## config.mk

```make
export PLATFORM = sky130hd
export DESIGN_NAME = nccsbm_queue
export DESIGN_NICKNAME = d
export VERILOG_FILES = /design/src/hw/rtl/nccsbm_pkg.sv /design/src/hw/rtl/nccsbm_queue.sv
export SDC_FILE = /design/constraint.sdc
export NUM_CORES = 1
export LEC_CHECK = 0
export CAP_MARGIN = 20
export CORE_ASPECT_RATIO = 1.1
export CORE_MARGIN = 4
export CORE_UTILIZATION = 26
export DETAILED_ROUTE_END_ITERATION = 10
export DONT_BUFFER_PORTS = 1
export GPL_ROUTABILITY_DRIVEN = 1
export PLACE_DENSITY_LB_ADDON = 0.15
export SKIP_CTS_REPAIR_TIMING = 1
export SLEW_MARGIN = 20
export SYNTH_ARGS = -nofsm -noshare
export SYNTH_HDL_FRONTEND = slang
export SYNTH_SLANG_ARGS = --single-unit
```

## constraint.sdc

```tcl
create_clock -name clk -period 4.55 [get_ports clk]
set_input_delay 0.455 -clock clk [delete_from_list [all_inputs] [get_ports clk]]
set_output_delay 0.455 -clock clk [all_outputs]
set_load 0.02 [all_outputs]
```

## src/hw/rtl/nccsbm_pkg.sv

```systemverilog
// ----------------------------------------------------------------------------
// nccsbm_pkg
// Shared types and constants of the NCC stereo block matcher.
// ----------------------------------------------------------------------------
package nccsbm_pkg;

  localparam int COL_W  = 12;
  localparam int ROW_W  = 12;
  localparam int SLOT_W = 4;
  localparam int DISP_W = 7;
  localparam int SUM_W  = 16;
  localparam int SQ_W   = 24;
  localparam int IDX_W  = 3;

  localparam logic [IDX_W-1:0] REG_MIN_DISP  = 3'd0;
  localparam logic [IDX_W-1:0] REG_MAX_DISP  = 3'd1;
  localparam logic [IDX_W-1:0] REG_THRESHOLD = 3'd2;
  localparam logic [IDX_W-1:0] REG_WIDTH     = 3'd3;
  localparam logic [IDX_W-1:0] REG_HEIGHT    = 3'd4;

  typedef struct packed {
    logic [7:0]               left_pixel;
    logic [7:0]               right_pixel;
    logic [COL_W-1:0]         col;
    logic [SLOT_W-1:0]        slot;
    logic                     search;
    logic signed [DISP_W-1:0] d_lo;
    logic signed [DISP_W-1:0] d_hi;
    logic                     frame_end;
  } job_t;

endpackage

```

## src/hw/rtl/nccsbm_queue.sv

```systemverilog
// ----------------------------------------------------------------------------
// nccsbm_queue
// Two-entry job queue between the front and the back end.
// ----------------------------------------------------------------------------
module nccsbm_queue (
  input  logic             clk,
  input  logic             rst,
  input  logic             push_valid,
  output logic             push_ready,
  input  nccsbm_pkg::job_t push_data,
  output logic             pop_valid,
  input  logic             pop_ready,
  output nccsbm_pkg::job_t pop_data
);
  import nccsbm_pkg::*;

  job_t       entry [2];
  logic       wr_ptr, rd_ptr;
  logic [1:0] count;
  logic       push, pop;

  assign push_ready = (count != 2'd2);
  assign pop_valid  = (count != 2'd0);
  assign pop_data   = entry[rd_ptr];
  assign push       = push_valid && push_ready;
  assign pop        = pop_valid && pop_ready;

  always_ff @(posedge clk) begin
    if (push) entry[wr_ptr] <= push_data;
  end

  always_ff @(posedge clk) begin
    if (rst) begin
      wr_ptr <= 1'b0;
      rd_ptr <= 1'b0;
      count  <= 2'd0;
    end else begin
      if (push) wr_ptr <= ~wr_ptr;
      if (pop)  rd_ptr <= ~rd_ptr;
      case ({push, pop})
        2'b10:   count <= count + 2'd1;
        2'b01:   count <= count - 2'd1;
        default: ;
      endcase
    end
  end

endmodule

```

---- Yosys cells after proc, flatten, opt, wreduce, memory -nomap -nowiden ----
Memories as Yosys holds them, arrays and structs flattened. A register that Yosys moved wholly into a read port is not among the register bits.
Cells that the tools add are included.
storage, ports and cells
  logic and storage cells ................. 20
  flip-flop bits (word level) ............. 4
  input bits .............................. 52
  memories kept ........................... 1
  RAM bits ................................ 96
memories
  memory  words  bits a word  read ports  clocked after memory_dff  write ports  RTL line            RTL
  entry   2      48           1           1                         1            nccsbm_queue.sv:17  job_t entry [2];
operators by class
  reduce and logical (&&, ||, !) cells .... 4
  $add $sub $neg .......................... 2
  equal/unequal tests ..................... 3
  muxes and demuxes ....................... 5
  bitwise gates (word level) .............. 2
operator list
  cell                   count
  $mux W1                4
  $pmux W2 S2            1
  $reduce_bool A2 Y1     2
  $add A2 B1 Y2 const B  1
  $eq A2 B1 Y1 const B   1
  $eq A2 B2 Y1 const B   1
  $logic_and A1 B1 Y1    2
  $ne A2 B2 Y1 const B   1
  $not A1 Y1             2
  $sub A2 B1 Y2 const B  1

---- Longest topological paths before layout ----
  depth in word-level cells ............... 4
  mapped depth ............................ 6
  gate-level depth less buffers ........... 6

---- Worst setup path before layout ----
Ideal clock, no wire load.
  path type ............................... reg-to-reg
  from .................................... register count[0]
  to ...................................... memory entry[1][0] (netlist bit), enable pin
  cell stages (with the launch flop) ...... 3
  library setup time ...................... 411 ps
  required time ........................... 4139 ps
  period minus slack after synthesis ...... 2346 ps
  slack ................................... 2204 ps
  data arrival time ....................... 1935 ps
  cell sequence ........................... dfxtp_1 -> nand2b_1 -> and3_1
on the way
  cells in the longest elaborated chain, start to end .. 4
RTL lines
  what                           RTL line            RTL
  start: declaration             nccsbm_queue.sv:19  logic [1:0] count;
  start signal: assignment       nccsbm_queue.sv:41  2'b10: count <= count + 2'd1;
  start signal: assignment       nccsbm_queue.sv:42  2'b01: count <= count - 2'd1;
  $ne A2 B2 Y1                   nccsbm_queue.sv:22  assign push_ready = (count != 2'd2);
  net push_ready                 nccsbm_queue.sv:9   output logic push_ready,
  $logic_and A1 B1 Y1            nccsbm_queue.sv:25  assign push = push_valid && push_ready;
  $mux W1                        nccsbm_queue.sv:29  if (push) entry[wr_ptr] <= push_data;
  $mux W1 (implied by the code)  nccsbm_queue.sv:29
  end: declaration               nccsbm_queue.sv:17
The timed path passes the listed nets, and every way through them passes these cells.

---- Worst setup path in the final report ----
  from .................................... register count[0]
  to ...................................... memory entry[0][19] (netlist bit), enable pin
The elaborated chain is that of the path after synthesis.

==> results.rst <==
.. list-table::
   :header-rows: 1

   * - Metric
     - Value
   * - Share of the yosys chip area belonging to registers
     - 0.811
   * - Setup violators final
     - 0
   * - Max-capacitance violation count
     - 0
   * - Number of DRC markers after the initial detailed-route iteration
     - 86
   * - Die extent in x
     - 121 um
   * - Overall routing resource usage
     - 0.0821
   * - Netlist cell types
     - 20
   * - Number of max-slew violations in the final report
     - 0
   * - Worst r2r path cells
     - 3
   * - Status
     - finished clean
   * - Number of inserted diodes
     - 0
   * - Signal arrival time at the worst endpoint
     - 1970 ps
   * - Starting density of the core
     - 0.265
   * - Total power density per cell area
     - 608 mW/mm^2
   * - Max-Slew Margin vs Limit
     - 0.397
   * - Routed Antenna Nets
     - 0
   * - Leakage dissipation
     - 1.30 nW
   * - Critical-path maximum fanout
     - 48
   * - Post-synthesis to final-layout area growth
     - 13.2%
   * - DIE AREA
     - 0.0161 mm^2
   * - DR WL/cell
     - 17.2 um
   * - First-pass GRT wire length
     - 9.61 mm
   * - Worst Path Required
     - 4350 ps
   * - Ratio of final minimum period to clock period
     - 0.476
   * - Syn Std Cell Area
     - 0.00368 mm^2
   * - Worst slack at placement
     - 2280 ps
   * - Fin Setup TNS
     - 0 ps
   * - Via count of the first global-routing pass
     - 1701
   * - Avg Cell Area, Syn
     - 21.2 um^2
   * - Max H-tree Level
     - 3
   * - HPWL after detailed placement
     - 4.07 mm
   * - RSZ-0062 raised after global routing
     - false
   * - Root buf cell
     - clkbuf_16
   * - Leading cell type by number of instances after synthesis
     - edfxtp_1
   * - Hold Crit Depth
     - 1
   * - Clock period minus worst slack
     - 2170 ps
   * - Number of instances in the synthesized netlist
     - 173
   * - RePlAce Congestion
     - 0.677
   * - Core area
     - 0.0139 mm^2
   * - Final Hold Vio Count
     - 0
   * - Transition time at the pin with the least slew margin
     - 903 ps
   * - Maximum number of pins on one net before global-route repair
     - 49
   * - Cell type with the largest total area after synthesis
     - edfxtp_1
   * - Number of nets in the layout
     - 232
   * - Worst setup EP type
     - register
   * - Yosys warning count
     - 0
   * - Type of the worst setup path
     - reg2reg
   * - Critical path origin
     - count[0]$_SDFFE_PP0P_
   * - Pre-Repair DR Iteration Count
     - 4
   * - Dominant synthesized flop cell
     - edfxtp_1
   * - Core Util, Final
     - 0.300
   * - Origin of the critical flop-to-flop path
     - count[0]$_SDFFE_PP0P_
   * - Post-synth top cells
     - edfxtp_1, mux2_2, dfxtp_1
   * - Start point of the worst min-delay path
     - rst
   * - Fin Hold WS
     - 171 ps
   * - Avg Vias per Cell
     - 4.12
   * - Post-route worst setup slack
     - 2380 ps
   * - Die H
     - 133 um
   * - Share of post-route cells with drive strength above 1
     - 0.370
   * - Max VDD drop
     - 0.312 mV
   * - Antenna violations before repair
     - 0
   * - Port-buffer cells
     - 0
   * - Clk Latency, worst-skew pair
     - 340 ps
   * - Number of ports placed on the die boundary
     - 102
   * - Clock tree from TritonCTS
     - done
   * - Placed cell count
     - 356
   * - Kind of path behind the tightest hold check
     - in2reg
   * - Finished Layout Cells
     - 372
   * - Syn nets
     - 226
   * - Worst Setup Start Kind
     - register
   * - Number of buffers on the longest clock path
     - 2
   * - Area contributors post-synth
     - edfxtp_1, mux2_2, dfxtp_1, xnor2_1, buf_2
   * - Share of flip-flops with an asynchronous set or reset
     - 0
   * - Num CTS Buffers
     - 9
   * - Register bit count reported by yosys
     - 101
   * - Final WL
     - 6.40 mm
   * - Total clock sinks
     - 101
   * - Post-synth top area share
     - 0.784
   * - Total vias in the final route
     - 1532
   * - FMAX
     - 0.462 GHz
   * - Core Rows
     - 45
   * - DRC violations left
     - 0
   * - Clock transition at path regs
     - 70 ps
   * - Congestion Overflow GR
     - 0
   * - Number of enable-type register cells in the synthesized netlist
     - 96
   * - Worst setup skew after layout
     - 7.15 ps
## kinds of logic (layout without fill, tap and decap cells)
| logic type | count (synthesis) | count (layout) | share of synthesized area |
|---|---|---|---|
| adders and majority gates | 1 | 1 | 0.00340 |
| DFF | 101 | 101 | 0.811 |
| and+or+nand+nor | 9 | 9 | 0.0129 |
| buffers and inverters | 6 | 17 | 0.00919 |
| xor gates and xnor gates | 3 | 3 | 0.00715 |
| AOI/OAI and AO/OA | 5 | 5 | 0.00885 |
| muxes | 48 | 48 | 0.147 |
## path summary, 6_finish.rpt
kind / to / slack [ps]
min: register / 170
max: entry[0][19]$_DFFE_PP_ / 2380
max reg2reg: entry[0][19]$_DFFE_PP_ / 2380
min reg2reg: count[1]$_SDFFE_PP0P_ / 520
## cells in the final DEF, fill, tap and decap left out, types with 2 or more instances in the layout
cell	n
mux2_2	48
xnor2_1	2
edfxtp_1	96
clkinv_2	4
clkbuf_16	9
nor2_1	3
dfxtp_1	4
clkinv_4	2
a21oi_1	2
## flip-flops by register name, summed over array words and instances, names as in the netlist, named ones only
signal	cells
entry	96
count	2
rd_ptr	1
wr_ptr	1
## cell type report
class	count	area (um^2)
well taps	188	235
fillers	1370	9690
inverters	1	5.00
multi-input cells	66	664
flip-flops and latches	101	2990
clock buffers	10	229
clock inverters	6	40.0
## where the power goes
part | internal [mW] | switching (mW)
Sequential | 1.18 | 0.101
Combinational | 0.200 | 0.370
Clock | 0.369 | 0.309
Total | 1.75 | 0.780
## worst max-delay path: stages (launching register included)
cell      delay [ps]
dfxtp_1          360
nand2b_1         320
nand3b_1         220
clkinv_2         720
## per-stage QoR
step / total power [mW] / area (um^2)
2_1_floorplan: 1.79 / 3680
3_3_place_gp: 1.87 / 3880
3_5_place_dp: 1.89 / 3880
4_1_cts: 2.59 / 4150
5_1_grt: 2.67 / 4160
6_report: 2.53 / 4160
## layer usage
| metal | wire length, um | GRT usage |
|---|---|---|
| met1 | 2270 | 0.0850 |
| met2 | 3130 | 0.128 |
| met3 | 863 | 0.0492 |
| met4 | 132 | 0.0467 |
| met5 | 0 | 0 |
(Power assumes the default switching activity.)
