**config.mk**
```make
export PLATFORM = sky130hd
export DESIGN_NAME = nccsbm_front
export DESIGN_NICKNAME = d
export VERILOG_FILES = /design/src/hw/rtl/nccsbm_pkg.sv /design/src/hw/rtl/nccsbm_front.sv
export SDC_FILE = /design/constraint.sdc
export NUM_CORES = 1
export LEC_CHECK = 0
export BUFFER_PORTS_ARGS = -buffer_cell sky130_fd_sc_hd__buf_4
export CAP_MARGIN = 10
export CORE_MARGIN = 4
export CORE_UTILIZATION = 38
export CTS_BUF_LIST = sky130_fd_sc_hd__clkbuf_16
export CTS_CLUSTER_DIAMETER = 120
export DETAILED_ROUTE_END_ITERATION = 7
export SETUP_SLACK_MARGIN = 0.3
export SYNTH_ARGS = -nofsm -noshare
export SYNTH_HDL_FRONTEND = slang
export SYNTH_SLANG_ARGS = --single-unit
```
**constraint.sdc**
```tcl
create_clock -name clk -period 7.45 [get_ports clk]
set_input_delay 1.49 -clock clk [delete_from_list [all_inputs] [get_ports clk]]
set_output_delay 1.49 -clock clk [all_outputs]
set_load 0.005 [all_outputs]
```
**src/hw/rtl/nccsbm_pkg.sv**
```systemverilog
// ----------------------------------------------------------------------------
// nccsbm_pkg
// Shared types and constants of the NCC stereo block matcher.
// ----------------------------------------------------------------------------
package nccsbm_pkg;

  localparam int COL_W  = 12;
  localparam int ROW_W  = 12;
  localparam int SLOT_W = 4;
  localparam int DISP_W = 7;
  localparam int SUM_W  = 16;
  localparam int SQ_W   = 24;
  localparam int IDX_W  = 3;

  localparam logic [IDX_W-1:0] REG_MIN_DISP  = 3'd0;
  localparam logic [IDX_W-1:0] REG_MAX_DISP  = 3'd1;
  localparam logic [IDX_W-1:0] REG_THRESHOLD = 3'd2;
  localparam logic [IDX_W-1:0] REG_WIDTH     = 3'd3;
  localparam logic [IDX_W-1:0] REG_HEIGHT    = 3'd4;

  typedef struct packed {
    logic [7:0]               left_pixel;
    logic [7:0]               right_pixel;
    logic [COL_W-1:0]         col;
    logic [SLOT_W-1:0]        slot;
    logic                     search;
    logic signed [DISP_W-1:0] d_lo;
    logic signed [DISP_W-1:0] d_hi;
    logic                     frame_end;
  } job_t;

endpackage

```
**src/hw/rtl/nccsbm_front.sv**
```systemverilog
// ----------------------------------------------------------------------------
// nccsbm_front
// Holds the configuration registers and the raster counters, and turns each
// accepted pixel word into a job with its clipped disparity range.
// ----------------------------------------------------------------------------
module nccsbm_front #(
  parameter int WIN       = 4,
  parameter int MAX_WIDTH = 1024,
  parameter int MAX_DISP  = 63
) (
  input  logic                               clk,
  input  logic                               rst,
  input  logic                               pixel_valid,
  output logic                               pixel_ready,
  input  logic [7:0]                         left_pixel,
  input  logic [7:0]                         right_pixel,
  input  logic                               cfg_valid,
  output logic                               cfg_ready,
  input  logic [nccsbm_pkg::IDX_W-1:0]       cfg_index,
  input  logic [15:0]                        cfg_data,
  output logic                               job_valid,
  input  logic                               job_ready,
  output nccsbm_pkg::job_t                   job,
  output logic signed [15:0]                 threshold
);
  import nccsbm_pkg::*;

  localparam int ROWS = 2 * WIN + 1;

  logic signed [DISP_W-1:0] min_disp, max_disp;
  logic [10:0]              width_r;
  logic [12:0]              height_r;
  logic [COL_W-1:0]         col;
  logic [ROW_W-1:0]         row;
  logic [SLOT_W-1:0]        slot;

  logic [12:0]              w, h;
  logic [COL_W-1:0]         col_e;
  logic [ROW_W-1:0]         row_e;
  logic [SLOT_W-1:0]        slot_e;
  logic                     col_last, row_last, in_border, accept;
  logic signed [13:0]       lo_c, hi_c, lo_col, lo_eff;

  assign cfg_ready   = 1'b1;
  assign job_valid   = pixel_valid;
  assign pixel_ready = job_ready;
  assign accept      = pixel_valid && job_ready;

  always_comb begin
    w = (width_r == 11'd0) ? 13'd1 :
        ({2'b0, width_r} > 13'(MAX_WIDTH)) ? 13'(MAX_WIDTH) : {2'b0, width_r};
    h = (height_r == 13'd0) ? 13'd1 : (height_r > 13'd4096) ? 13'd4096 : height_r;
    col_e  = ({1'b0, col} >= w) ? '0 : col;
    row_e  = ({1'b0, row} >= h) ? '0 : row;
    slot_e = ({1'b0, row} >= h) ? '0 : slot;
    col_last = ({1'b0, col_e} + 13'd1) >= w;
    row_last = ({1'b0, row_e} + 13'd1) >= h;
    in_border = (col_e >= COL_W'(2 * WIN)) && (row_e >= ROW_W'(2 * WIN));
    lo_c = 14'(min_disp);
    hi_c = 14'(max_disp);
    if (lo_c < -14'sd0 - 14'(MAX_DISP)) lo_c = 14'sd0 - 14'(MAX_DISP);
    if (hi_c > 14'sd0) hi_c = 14'sd0;
    lo_col = 14'(2 * WIN) - $signed({2'b0, col_e});
    lo_eff = (lo_c > lo_col) ? lo_c : lo_col;
    job.left_pixel  = left_pixel;
    job.right_pixel = right_pixel;
    job.col         = col_e;
    job.slot        = slot_e;
    job.search      = in_border && (lo_eff <= hi_c);
    job.d_lo        = DISP_W'(lo_eff);
    job.d_hi        = DISP_W'(hi_c);
    job.frame_end   = col_last && row_last;
  end

  always_ff @(posedge clk) begin
    if (rst) begin
      min_disp  <= -7'sd30;
      max_disp  <= -7'sd7;
      threshold <= 16'sd31130;
      width_r   <= 11'd640;
      height_r  <= 13'd480;
      col       <= '0;
      row       <= '0;
      slot      <= '0;
    end else begin
      if (cfg_valid) begin
        unique case (cfg_index)
          REG_MIN_DISP:  min_disp  <= cfg_data[DISP_W-1:0];
          REG_MAX_DISP:  max_disp  <= cfg_data[DISP_W-1:0];
          REG_THRESHOLD: threshold <= cfg_data;
          REG_WIDTH:     width_r   <= cfg_data[10:0];
          REG_HEIGHT:    height_r  <= cfg_data[12:0];
          default: ;
        endcase
      end
      if (accept) begin
        if (col_last) begin
          col <= '0;
          if (row_last) begin
            row  <= '0;
            slot <= '0;
          end else begin
            row  <= row_e + ROW_W'(1);
            slot <= (slot_e == SLOT_W'(ROWS - 1)) ? '0 : slot_e + SLOT_W'(1);
          end
        end else begin
          col  <= col_e + COL_W'(1);
          row  <= row_e;
          slot <= slot_e;
        end
      end
    end
  end

endmodule

```
# After elaboration in Yosys (flattened, before gate mapping)
# Cells that the tools add are included.
[word_totals] reg_bits=82 latch_bits=0 mem_bits_rw=0 rom_bits=0 input_bits=40 output_inout_bits=67 elab_cells=59 memories=0
[classes] addsub=6 multipliers=0 n_div=0 n_lt_le_gt_ge=12 eq_ne=5 shifts=0 muxes=16 bitwise_logic=0 reduce_logical=12
[ops] cell="two-way mux 12 bit" count=5
[ops] cell="two-way mux 14 bit" count=3
[ops] cell="adder 12 x 1 -> 13 bit, second input constant" count=2
[ops] cell="two-way mux 13 bit" count=2
[ops] cell="adder 12 x 1 -> 12 bit, second input constant" count=2
[ops] cell="greater-or-equal comparator 12 x 4 -> 1 bit, second input constant" count=2
[ops] cell="two-way mux 11 bit" count=2
[ops] cell="two-way mux 4 bit" count=4
[ops] cell="> comparator 14 x 13 -> 1 bit" count=1
[ops] cell="<= comparator 14 bit" count=1
[ops] cell="greater-or-equal comparator 12 x 13 -> 1 bit" count=1
[ops] cell="greater-or-equal comparator 13 x 11 -> 1 bit" count=1
[ops] cell="greater-or-equal comparator 13 bit" count=1
[ops] cell="> comparator 13 bit, second input constant" count=1
[ops] cell="zero test 13 bit" count=1
[ops] cell="subtractor 4 x 12 -> 13 bit, first input constant" count=1
[ops] cell="greater-or-equal comparator 12 x 11 -> 1 bit" count=1
[ops] cell="> comparator 11 bit, second input constant" count=1
[ops] cell="zero test 11 bit" count=1
[ops] cell="AND reduction 2 bit" count=5
[ops] cell="> comparator 7 x 1 -> 1 bit, second input constant" count=1
[ops] cell="less-than comparator 7 bit, second input constant" count=1
[ops] cell="== test 3 x 2 -> 1 bit, second input constant" count=2
[ops] cell="adder 4 x 1 -> 4 bit, second input constant" count=1
[ops] cell="other kinds (5)" count=8

# Longest topological paths before layout
# Gate-level depths: netlist (run 1).
[depth] ltp_word=10 ltp_mapped=37 mapped_depth_nobuf=35

# Least setup slack after synthesis (run 1)
# Ideal clock, no wire load.
[synth_timing] kind="reg2out" start="register width_r[6]" end="output job[15] in the netlist's numbering" t_arrival_ps=6312 required_ps=5960 path_slack_ps=-352 stages_incl_launch_ff=37 path_buffers=3 cell_sequence="dfxtp_1 nor4_1 a31oi_1 nor2_1 ha_1 nand2b_4 a2111oi_4 nor3_1 o311a_1 nor3_1 buf_2 buf_2 nand2_1 ha_1 inv_1 o21ai_0 nand2_1 nor3_1 xnor2_1 nand2_1 ha_1 o21ai_0 nand3b_1 mux2i_1 nor2_1 a21oi_1 nor2_1 clkbuf_1 o21ai_0 ha_1 a21oi_1 nor2_1 a211oi_1 o21ai_0 a211oi_1 nor3_1 nor4_1"
[synth_lines] element="start: declaration" line="nccsbm_front.sv:31" source="logic [10:0] width_r;"
[synth_lines] element="start signal: assignment" line="nccsbm_front.sv:91" source="REG_WIDTH: width_r <= cfg_data[10:0];"
[synth_lines] element="end: declaration" line="nccsbm_front.sv:23" source="output nccsbm_pkg::job_t job,"

==> summary.md, run 1 <==
| Metric | Value |
|---|---|
| CP Max Fanout | 3 |
| Leakage | 3.51 nW |
| Dpl ws | -0.120 ns |
| Share of cells above drive strength 1 | 21.2% |
| VDD IR-drop max | 0.000130 V |
| Syn Nets | 936 |
| Nets | 1022 |
| Largest net degree at the start of global routing | 74 |
| DRC Markers | 0 |
| # setup viols final | 1 |
| Grt total ovfl | 0 |
| Port bufs | 72 |
| Hold buffer count at cts | 0 |
| Routability cong. | 0.874 |
| FMAX | 127 MHz |
| TritonRoute pass-1 iters | 5 |
| Fillers | 1577 |
| Hold WS | 0.453 ns |
| Initial Util | 38.8% |
| Final ANT Viol Nets | 0 |
| WS Path Type | register to output pin |
| I/O pins | 107 |
| Max cap viols | 0 |
| First-pass GRT wire length | 27.7 mm |
| CTS Buffer Depth | 2 |
| Yosys warns | 0 |
| Setup ws final | -0.413 ns |
| Root Driver | clkbuf_16 |
| Slowest cell on crit path | or4_4 |
| Synth cell types | 61 |
| Endpoint class of the critical path | output pin |
| WL final | 17.1 mm |
| Status | complete, but fails checks |
| RSZ-0062 raised after global routing | yes |
| Depth of the CTS H-tree | 3 |
| Hold Violations, Final | 0 |
| Min Tclk post-route | 7.86 ns |
| Diodes inserted | 0 |
| Vias per cell | 5.18 |
| Cell Area, Synth | 0.00617 mm^2 |
| Worst-Skew Late Latency | 0.34 ns |
| Yosys reg bits | 82 |
| Register area share after synthesis | 26.6% |
| Worst path required time | 5.96 ns |
| Clk slew on worst S/H paths | 0.06 ns |
| DP HPWL | 12.7 mm |
| Area occupied by multi-input gates | 0.00426 mm^2 |
| WL per Instance | 15.3 um |
| Fin crit share | 106% |
| Total power | 0.987 mW |
| Vias in the first global route | 5402 |
| Post-synthesis async set-or-reset flop share | 0% |
| Clock skew | 0.00763 ns |
| Core area | 0.0159 mm^2 |
| Type of origin of the critical path | register |
| Main flop type after synthesis | dfxtp_1 |
| 1st-iter DRT viols | 338 |
| Post-synth EDFFs | 0 |
| Clock sink count | 82 |
| Die X | 135 um |
| Area Overhead vs Synth | 23.3% |
| TNS Setup | -0.413 ns |
| Die height | 135 um |
| Initial antenna violation count | 0 |
| Slew Limit Headroom | 26.1% |
| Die area | 0.0183 mm^2 |
| Least-Margin Pin Slew | 1.11 ns |
| Vias | 5815 |
| Fin. max-slew vios | 0 |
| Pwr Density | 130 mW/mm^2 |
| GRT Total Usage | 18.5% |
| CP arrival | 6.37 ns |
| Number of CTS-inserted buffers | 9 |
| Mapped Cells | 816 |
| Crit path largest cell delay | 0.53 ns |
| Hold Path Class | register to register |
| Failing checks | setup timing |
| Syn avg cell area | 7.56 um^2 |
| Fin util | 47.9% |
| Register area | 0.00164 mm^2 |
| Num rows | 46 |
| Crit path top cell by count | buf_4 |
| CTS tree | yes |
-- final cells by class --
class	count	area share, %
Multi-Input combinational cell	637	56.0
Sequential cell	82	21.6
Timing Repair Buffer	138	13.6
Tap cell	216	3.55
Clock buffer	9	2.96
Inverter	34	1.76
Clock inverter	7	0.510
-- power breakdown --
group	total [mW]	internal, mW	switching [mW]
clock	0.406	0.222	0.184
combinational	0.128	0.0574	0.0703
sequential	0.453	0.447	0.00606
-- worst max-delay path, delay by kind of cell (launching register included) --
family | cells | cell delay [ns]
buf+inv | 15 | 1.86
xor+xnor | 1 | 0.13
simple gates | 12 | 2.01
flops | 1 | 0.32
compound gates | 7 | 1.16
fa+ha+maj | 3 | 0.57
-- stage by stage --
step	std cells	instance area, um^2
after floorplan	816	6270
after global placement	1081	7040
after detailed placement	1081	7040
after CTS	1117	7520
after global routing	1123	7600
final	1123	7600
-- cell families after synthesis --
family / count (synthesis) / synth area share [%]
buffers and inverters: 98 / 7.34
AND/OR/NAND/NOR: 362 / 27.7
XOR/XNOR: 27 / 3.83
AO/OA/AOI/OAI: 161 / 17.5
adder cells (fa/ha/maj): 80 / 16.2
other: 2 / 0.122
flip-flops: 82 / 26.6
multiplexers: 4 / 0.649
-- synthesized netlist by cell type (3+ instances only) --
master,n,area [um^2]
a211o_1,7,61.3
a211oi_1,6,45.0
a21o_1,9,67.6
a21oi_1,55,275
a22o_1,7,61.3
a31oi_1,6,37.5
a32o_1,3,30.0
and2_1,12,75.1
and3_1,9,56.3
buf_4,20,150
clkbuf_1,39,146
dfxtp_1,82,1640
ha_1,80,1000
inv_1,33,124
mux2i_1,4,40.0
nand2_1,166,623
nand2b_1,8,50.1
nand3_1,34,170
nand3b_1,20,150
nand4_1,11,68.8
nand4b_1,3,26.3
nor2_1,62,233
nor2b_1,7,43.8
nor3_1,10,50.1
nor4_1,9,56.3
o21a_1,8,60.1
o21ai_0,25,125
o21bai_1,7,52.6
o31a_1,4,35.0
o31ai_1,6,45.0
o41ai_1,3,26.3
xnor2_1,15,131
xor2_1,12,105
-- flip-flops by register name, summed over array words and instances, names as in the netlist --
signal     cells
height_r      13
col           12
max_disp       7
row           12
threshold     16
width_r       11
slot           4
min_disp       7
-- worst paths after layout --
check	slack [ns]	startpoint	endpoint	depth (start not counted)
worst max register to register	1.61	width_r[3]	slot[0]	27
worst min-delay path	0.45	max_disp[0]	max_disp[0]	1
worst min register to register	0.45	max_disp[0]	max_disp[0]	1
worst max-delay path	-0.41	width_r[3]	job[15]	38
-- layer usage --
metal | GRT usage, % | share of wire [%] | wire length, um | vias to the layer above
met5 | 0 | 0 | 0 | -
met4 | 4.48 | 0.92 | 158 | 0
met3 | 3.16 | 5.2 | 893 | 16
met2 | 28.3 | 43 | 7450 | 129
met1 | 27.1 | 50 | 8640 | 2674
li1 | - | - | - | 2996
-- timing repair --
| action | 4_1_cts | 5_1_grt |
|---|---|---|
| cloned | 1 | 0 |
| pin swaps | 32 | 12 |
| endpoints found under the setup margin | 2 | 2 |
| setup buffers | 19 | 6 |
| gates resized for setup | 17 | 7 |
-- placed cells by master, fill, tap and decap left out, types with 7 or more instances in the layout --
cell and instances:
dfxtp_1 80, o21a_1 8, and2_1 12, buf_4 138, xor2_1 12, and3_1 9
a21o_1 9, ha_1 77, clkbuf_16 9, nand2b_1 8, xnor2_1 15, nand2_1 162
a211o_1 7, a22o_1 7, a21oi_1 54, o21ai_0 17, o21bai_1 7, nor2_1 59
nand3_1 33, nand4_1 11, inv_1 33, nor2b_1 7, nand3b_1 20
Note: power is estimated with default switching activity, not from simulation.
==> run 2, diff against run 1 <==
- CAP_MARGIN: 10 -> 20
- GPL_TIMING_DRIVEN: default -> 1
- clock period: 7.45 -> 10.1 ns (I/O delays scaled with it)
==> run 2 against run 1 <==
The run now ends clean. Utilization decreased by 3.9 points. Die area stayed put. Power shrank 23%. Combinational power fell by 35%. Non-clock buffer count down 63. Largest power group is now the clock network.
==> summary.md, run 2 (synthesis results as in run 1) <==
| Metric | Value |
|---|---|
| Hold Path Class | register to register |
| Int Pwr | 0.559 mW (-23%) |
| Hold Violations, Final | 0 (unchanged) |
| Vias | 5573 (-4.2%) |
| TNS Setup | 0 ns (+0.413 ns) |
| Slew Limit Headroom | 29.8% (+3.8 points) |
| Met1 Use GR | 26.8% (-0.26 points) |
| DP HPWL | 12.5 mm (-1.4%) |
| FMAX | 109 MHz |
| Area occupied by multi-input gates | 0.00408 mm^2 (-4.1%) |
| Clock sink count | 82 (unchanged) |
| Number of CTS-inserted buffers | 9 (unchanged) |
| Register area | 0.00164 mm^2 (-0.15%) |
| First-pass GRT wire length | 26.8 mm (-3.0%) |
| Worst path required time | 8.08 ns (+2.12 ns) |
| Commonest non-fill, non-tap cell in the layout | nand2_1 |
| Comb pwr share | 10.9% (-2.0 points) |
| Hold Path Depth | 1 (unchanged) |
| Die area | 0.0183 mm^2 (unchanged) |
| GR Layer Usage met3 | 3.38% (+0.22 points) |
| Switching share of total power | 26.4% (+0.071 points) |
| Num rows | 46 (unchanged) |
| Hold Path Sink | max_disp[0] |
| Port bufs | 72 (unchanged) |
| Die height | 135 um (unchanged) |
| Worst R2R Setup Slack | 3.70 ns (+2.09 ns) |
| RSZ-0062 raised after global routing | no |
| # setup viols final | 0 (-1) |
| Leakage | 3.20 nW (-8.7%) |
| Fillers | 1654 (+4.9%) |
| Most frequent cells in the layout | nand2_1, dfxtp_1, ha_1 |
| Worst r2r src | width_r[6] |
| Slowest cell on crit path | o311a_1 |
| TritonRoute pass-1 iters | 4 (-1) |
| CTS tree | yes |
| CP arrival | 7.16 ns (+0.79 ns) |
| Clock Power Share | 45.0% (+3.9 points) |
| Clock skew | 0.0142 ns (+0.00654 ns) |
| Total power | 0.759 mW (-23%) |
| 1st-iter DRT viols | 295 (-13%) |
| Worst-Skew Late Latency | 0.35 ns (about the same) |
| Share of cells above drive strength 1 | 11.9% (-9.3 points) |
| Biggest register | threshold |
| Vias in the first global route | 5167 (-4.4%) |
| Grt total ovfl | 0 (unchanged) |
| VDD IR-drop max | 0.000103 V (-20%) |
| Final ANT Viol Nets | 0 (unchanged) |
| Nets | 958 (-6.3%) |
| Fin util | 44.0% (-3.9 points) |
| Initial Util | 38.8% (unchanged) |
| WL per Instance | 15.7 um (+2.9%) |
| HP Start | max_disp[0] |
| Min Tclk post-route | 9.18 ns |
| Status | completed |
| Worst R2R End | slot[0] |
| Diodes inserted | 0 (unchanged) |
| Die X | 135 um (unchanged) |
| DRC Markers | 0 (unchanged) |
| Pwr Density | 109 mW/mm^2 (-16%) |
| Max reg flops | 16 (unchanged) |
| Busiest metal layer after global routing | met1 |
| GRT Total Usage | 18.0% (-0.52 points) |
| Vias per cell | 5.26 (+1.6%) |
| Grt met2 use | 26.0% (-2.3 points) |
| Area Overhead vs Synth | 13.3% |
| Endpoint class of the critical path | output pin |
| I/O pins | 107 (unchanged) |
| Crit path largest cell delay | 0.40 ns (-0.13 ns) |
| Biggest regs | threshold: 16 flops, height_r: 13 flops |
| WL final | 16.6 mm (-2.9%) |
| Clk slew on worst S/H paths | 0.07 ns (about the same) |
| Root Driver | clkbuf_16 |
| Largest net degree at the start of global routing | 74 (unchanged) |
| Net Switching | 0.201 mW (-23%) |
| Type of origin of the critical path | register |
| Cells on worst reg2reg path | 26 (-3.7%) |
| Max cap viols | 0 (unchanged) |
| CP Max Fanout | 17 (+14) |
| Fin crit share | 90.9% |
| Initial antenna violation count | 0 (unchanged) |
| CTS Buffer Depth | 2 (unchanged) |
| Depth of the CTS H-tree | 3 (unchanged) |
| Sequential Power Share | 44.1% (-1.8 points) |
| Core area | 0.0159 mm^2 (unchanged) |
| WS Path Type | register to output pin |
| Fin. max-slew vios | 0 (unchanged) |
| Least-Margin Pin Slew | 1.05 ns (-0.0562 ns) |
| Routability cong. | 0.862 (-1.3%) |
run 2: through the flow:
stage | worst slack, ns | hold WS [ns] | instances | area (um^2)
after floorplan | 1.77 | 0.427 | 816 | 6170
after CTS | 0.534 | 0.459 | 1059 | 6980
after global placement | 1.04 | 0.444 | 1043 | 6680
after global routing | 0.305 | 0.478 | 1059 | 6990
final | 0.917 | 0.456 | 1059 | 6990
after detailed placement | 0.891 | 0.444 | 1043 | 6680
run 2: what timing repair did:
item | CTS | global route
hold buffers | 0 | 0
hold endpoints to repair | 0 | 0
setup endpoints to repair | 0 | 1
gates resized for setup | 0 | 2
buffers inserted | 0 | 0
run 2: power by group through the flow:
stage	logic, mW	clock network, mW	registers, mW
6_report	0.0829	0.341	0.335
5_1_grt	0.0927	0.364	0.336
4_1_cts	0.0831	0.348	0.335
3_5_place_dp	0.0825	0	0.342
3_3_place_gp	0.0818	0	0.342
2_1_floorplan	0.0555	0	0.341
run 2: worst max path at each step:
| stage | start | end | slack, ns | cells past startpoint |
|---|---|---|---|---|
| 5_1_grt | width_r[6] | job[15] | 0.31 | 34 |
| 3_3_place_gp | width_r[6] | job[15] | 1.04 | 34 |
| 2_1_floorplan | width_r[6] | job[15] | 1.77 | 36 |
| 3_5_place_dp | width_r[6] | job[15] | 0.89 | 34 |
| 6_report | width_r[6] | job[15] | 0.92 | 34 |
| 4_1_cts | width_r[6] | job[15] | 0.53 | 34 |
run 2: routing by layer:
layer,share of wire (%),vias to the layer above
li1,-,2871
met5,0,-
met1,51,2538
met3,6.1,18
met4,1.5,0
met2,41,146
run 2: layout make-up:
| class | count | share of cell area (%) |
|---|---|---|
| well taps | 216 | 3.87 |
| repair buffers | 75 | 8.06 |
| flip-flops and latches | 82 | 23.5 |
| inverters | 34 | 1.83 |
| clock buffers | 9 | 3.22 |
| multi-input cells | 636 | 58.4 |
| clock inverters | 7 | 1.11 |
run 2: critical path: cells and delay by family (launching register included):
kind | cells | cell delay (ns)
compound gates | 11 | 2.53
simple gates | 15 | 2.30
fa+ha+maj | 4 | 1.10
flops | 1 | 0.32
buf+inv | 2 | 0.24
mux | 1 | 0.16
xor+xnor | 1 | 0.15
==> run 3, diff against run 2 <==
- ABC_AREA: default -> 1
==> run 3 against run 2 <==
Register-to-register slack better by 0.54 ns. Utilization down 0.12 points. Sequential cell count unchanged. Maximum frequency up 4.0%. Worst hold slack better by 0.0094 ns. Combinational power up 75%. Global-route usage up 0.85 points. Sequential power up 2%. Via count up 15%. Sequential share of layout area down 1.8 points. Final cell count up 22%. First-iteration DRC count up 34%. Critical path type unchanged.
==> summary.md, run 3 <==
| Metric | Value |
|---|---|
| Status | completed |
| Leakage | 3.78 nW (+18%) |
| Nets | 1177 (+23%) |
| 1st-iter DRT viols | 394 (+34%) |
| Ranking of synthesized cells by area | dfxtp_1, ha_1, nand2_1, nor2_1, inv_1 |
| CTS Buffer Depth | 2 (unchanged) |
| Worst-Skew Late Latency | 0.35 ns (about the same) |
| Crit path launch | width_r[2] |
| Least-Margin Pin Slew | 0.820 ns (-0.229 ns) |
| Diodes inserted | 0 (unchanged) |
| WL per Instance | 14.3 um (-8.8%) |
| FMAX | 113 MHz (+4.0%) |
| # setup viols final | 0 (unchanged) |
| Die height | 141 um (+3.9%) |
| Worst R2R Setup Slack | 4.24 ns (+0.54 ns) |
| Final ANT Viol Nets | 0 (unchanged) |
| Vias | 6387 (+15%) |
| Main flop type after synthesis | dfxtp_1 |
| Synth cell types | 47 (-23%) |
| Worst path required time | 8.08 ns (about the same) |
| Most frequent cell after synthesis | nand2_1 |
| Synth Area in Adders | 15.0% (-1.3 points) |
| Post-route cell area | 0.00756 mm^2 (+8.2%) |
| First-pass GRT wire length | 30.6 mm (+14%) |
| Hold Path Depth | 2 (+1) |
| Vias per cell | 4.96 (-5.7%) |
| DP HPWL | 14.5 mm (+16%) |
| Port bufs | 72 (unchanged) |
| Pwr Density | 109 mW/mm^2 (+0.14%) |
| Initial Util | 38.8% (-0.053 points) |
| Clk slew on worst S/H paths | 0.07 ns (about the same) |
| Post-synth EDFFs | 0 (unchanged) |
| Syn Nets | 1135 (+21%) |
| Largest family of logic cells by synthesized area | simple AND/OR/NAND/NOR gates |
| RSZ-0062 raised after global routing | no |
| Depth of the CTS H-tree | 3 (unchanged) |
| Clock skew | 0.00862 ns (-0.00555 ns) |
| Share of the synthesized area in the top cell type | 24.6% (-2.1 points) |
| Endpoint class of the critical path | output pin |
| Most frequent cells in the layout | nand2_1, nor2_1, inv_1 |
| Share of cells above drive strength 1 | 13.8% (+2.0 points) |
| Area Overhead vs Synth | 13.1% |
| Slew Limit Headroom | 45.3% (+15 points) |
| WL final | 18.4 mm (+11%) |
| Cell Area, Synth | 0.00668 mm^2 (+8.4%) |
| Cells on worst reg2reg path | 30 (+15%) |
| Grt total ovfl | 0 (unchanged) |
| Type of origin of the critical path | register |
| Root Driver | clkbuf_16 |
| VDD IR-drop max | 0.0000813 V (-21%) |
| Crit path top cell by count | nand2_1 |
| Top post-synthesis cells by count | nand2_1, nor2_1, inv_1, dfxtp_1, ha_1 |
| Biggest regs | threshold: 16 flops, height_r: 13 flops |
| Biggest register | threshold |
| Largest net degree at the start of global routing | 67 (-9.5%) |
| Synth Area in Simple Gates | 34.2% (+6.5 points) |
| Yosys reg bits | 82 (unchanged) |
| Min Tclk post-route | 8.83 ns (-0.355 ns) |
| Max reg flops | 16 (unchanged) |
| WS Path Type | register to output pin |
| Die X | 141 um (+3.9%) |
| Max cap viols | 0 (unchanged) |
| Initial antenna violation count | 0 (unchanged) |
| CP Max Fanout | 13 (-4) |
| HP Start | threshold[13] |
| Register area share after synthesis | 24.6% (-2.1 points) |
| Dpl ws | 1.49 ns (+0.599 ns) |
| CP arrival | 6.81 ns (-0.35 ns) |
| Mapped Cells | 1015 (+24%) |
| TNS Setup | 0 ns (unchanged) |
| Fin. max-slew vios | 0 (unchanged) |
| Worst r2r src | height_r[4] |
| Num rows | 48 (+4.3%) |
| Fin crit share | 87.4% (-3.5 points) |
| Hold Path Class | register to register |
| Slowest cell on crit path | nand2_2 |
| DRC Markers | 0 (unchanged) |
| Synth Area in Compound Gates | 12.0% (-5.5 points) |
| Core area | 0.0172 mm^2 (+8.5%) |
| Die area | 0.0198 mm^2 (+7.9%) |
| Syn avg cell area | 6.58 um^2 (-13%) |
| Setup ws final | 1.27 ns (+0.355 ns) |
| Yosys warns | 0 (unchanged) |
| GRT Total Usage | 18.8% (+0.85 points) |
| Routability cong. | 0.878 (+1.8%) |
| I/O pins | 107 (unchanged) |
| Multiplexer area fraction after synthesis | 0% (-0.65 points) |
| Post-Place Cell Area | 0.00725 mm^2 (+8.6%) |
| Commonest non-fill, non-tap cell in the layout | nand2_1 |
| Vias in the first global route | 6220 (+20%) |
| Number of CTS-inserted buffers | 9 (unchanged) |
| Post-synthesis async set-or-reset flop share | 0% (unchanged) |
| CTS tree | yes |
| TritonRoute pass-1 iters | 5 (+1) |
| Area leader, netlist | dfxtp_1 |
| Crit path largest cell delay | 0.43 ns (+0.03 ns) |
| Hold Violations, Final | 0 (unchanged) |
| Clock sink count | 82 (unchanged) |
| Synth Area in XOR/XNOR | 2.21% (-1.6 points) |
run 3: through the flow:
stage | hold slack (ns) | util (%) | instances | total power, mW
after floorplan | 0.442 | - | 1015 | 0.451
after global placement | 0.442 | 42.1 | 1270 | 0.495
after detailed placement | 0.450 | 42.1 | 1270 | 0.496
after CTS | 0.468 | 43.8 | 1286 | 0.831
after global routing | 0.494 | 43.9 | 1287 | 0.865
final | 0.465 | 43.9 | 1287 | 0.823
run 3: metal layers:
| layer | part of all wire [%] | up-vias | track usage [%] |
|---|---|---|---|
| met5 | 0 | - | 0 |
| met4 | 2.2 | 0 | 6.53 |
| met3 | 5.4 | 37 | 4.10 |
| met2 | 46 | 142 | 31.5 |
| met1 | 47 | 2863 | 24.0 |
| li1 | - | 3345 | - |
run 3: critical path: cells and delay by family, from the launching register on:
family / cells / cell delay [ns]
simple gates: 20 / 3.05
compound gates: 11 / 1.31
fa+ha+maj: 3 / 0.93
buf+inv: 4 / 0.61
flops: 1 / 0.33
xor+xnor: 1 / 0.20
run 3: cell families (layout without fill, tap and decap cells):
kind of cell,count (synthesis),count (layout)
compound gates,148,148
xor+xnor,16,16
fa+ha+maj,80,80
buf+inv,183,230
flops,82,82
other cells,2,2
simple gates,504,504
run 3: timing repair:
item,4_1_cts,5_1_grt
setup buffers,0,0
gates resized for setup,0,3
hold buffers,0,0
endpoints found under the setup margin,0,1
hold endpoints to repair,0,0
run 3: cell type report:
type | instances | area [um^2]
flip-flops and latches | 82 | 1640
multi-input cells | 750 | 4250
inverters | 138 | 520
fillers | 1827 | 9680
well taps | 225 | 282
clock inverters | 7 | 67.6
clock buffers | 9 | 225
repair buffers | 76 | 571
run 3: power by group:
part	leakage, nW	switching [mW]	total, mW	internal, mW
Combinational	2.97	0.0926	0.145	0.0529
Sequential	0.668	0.00875	0.343	0.334
Clock	0.142	0.160	0.334	0.174
Total	3.78	0.262	0.823	0.561
run 3: final timing paths:
path | end
max | job[15]
max reg2reg | row[6]
min | threshold[13]
min reg2reg | threshold[13]
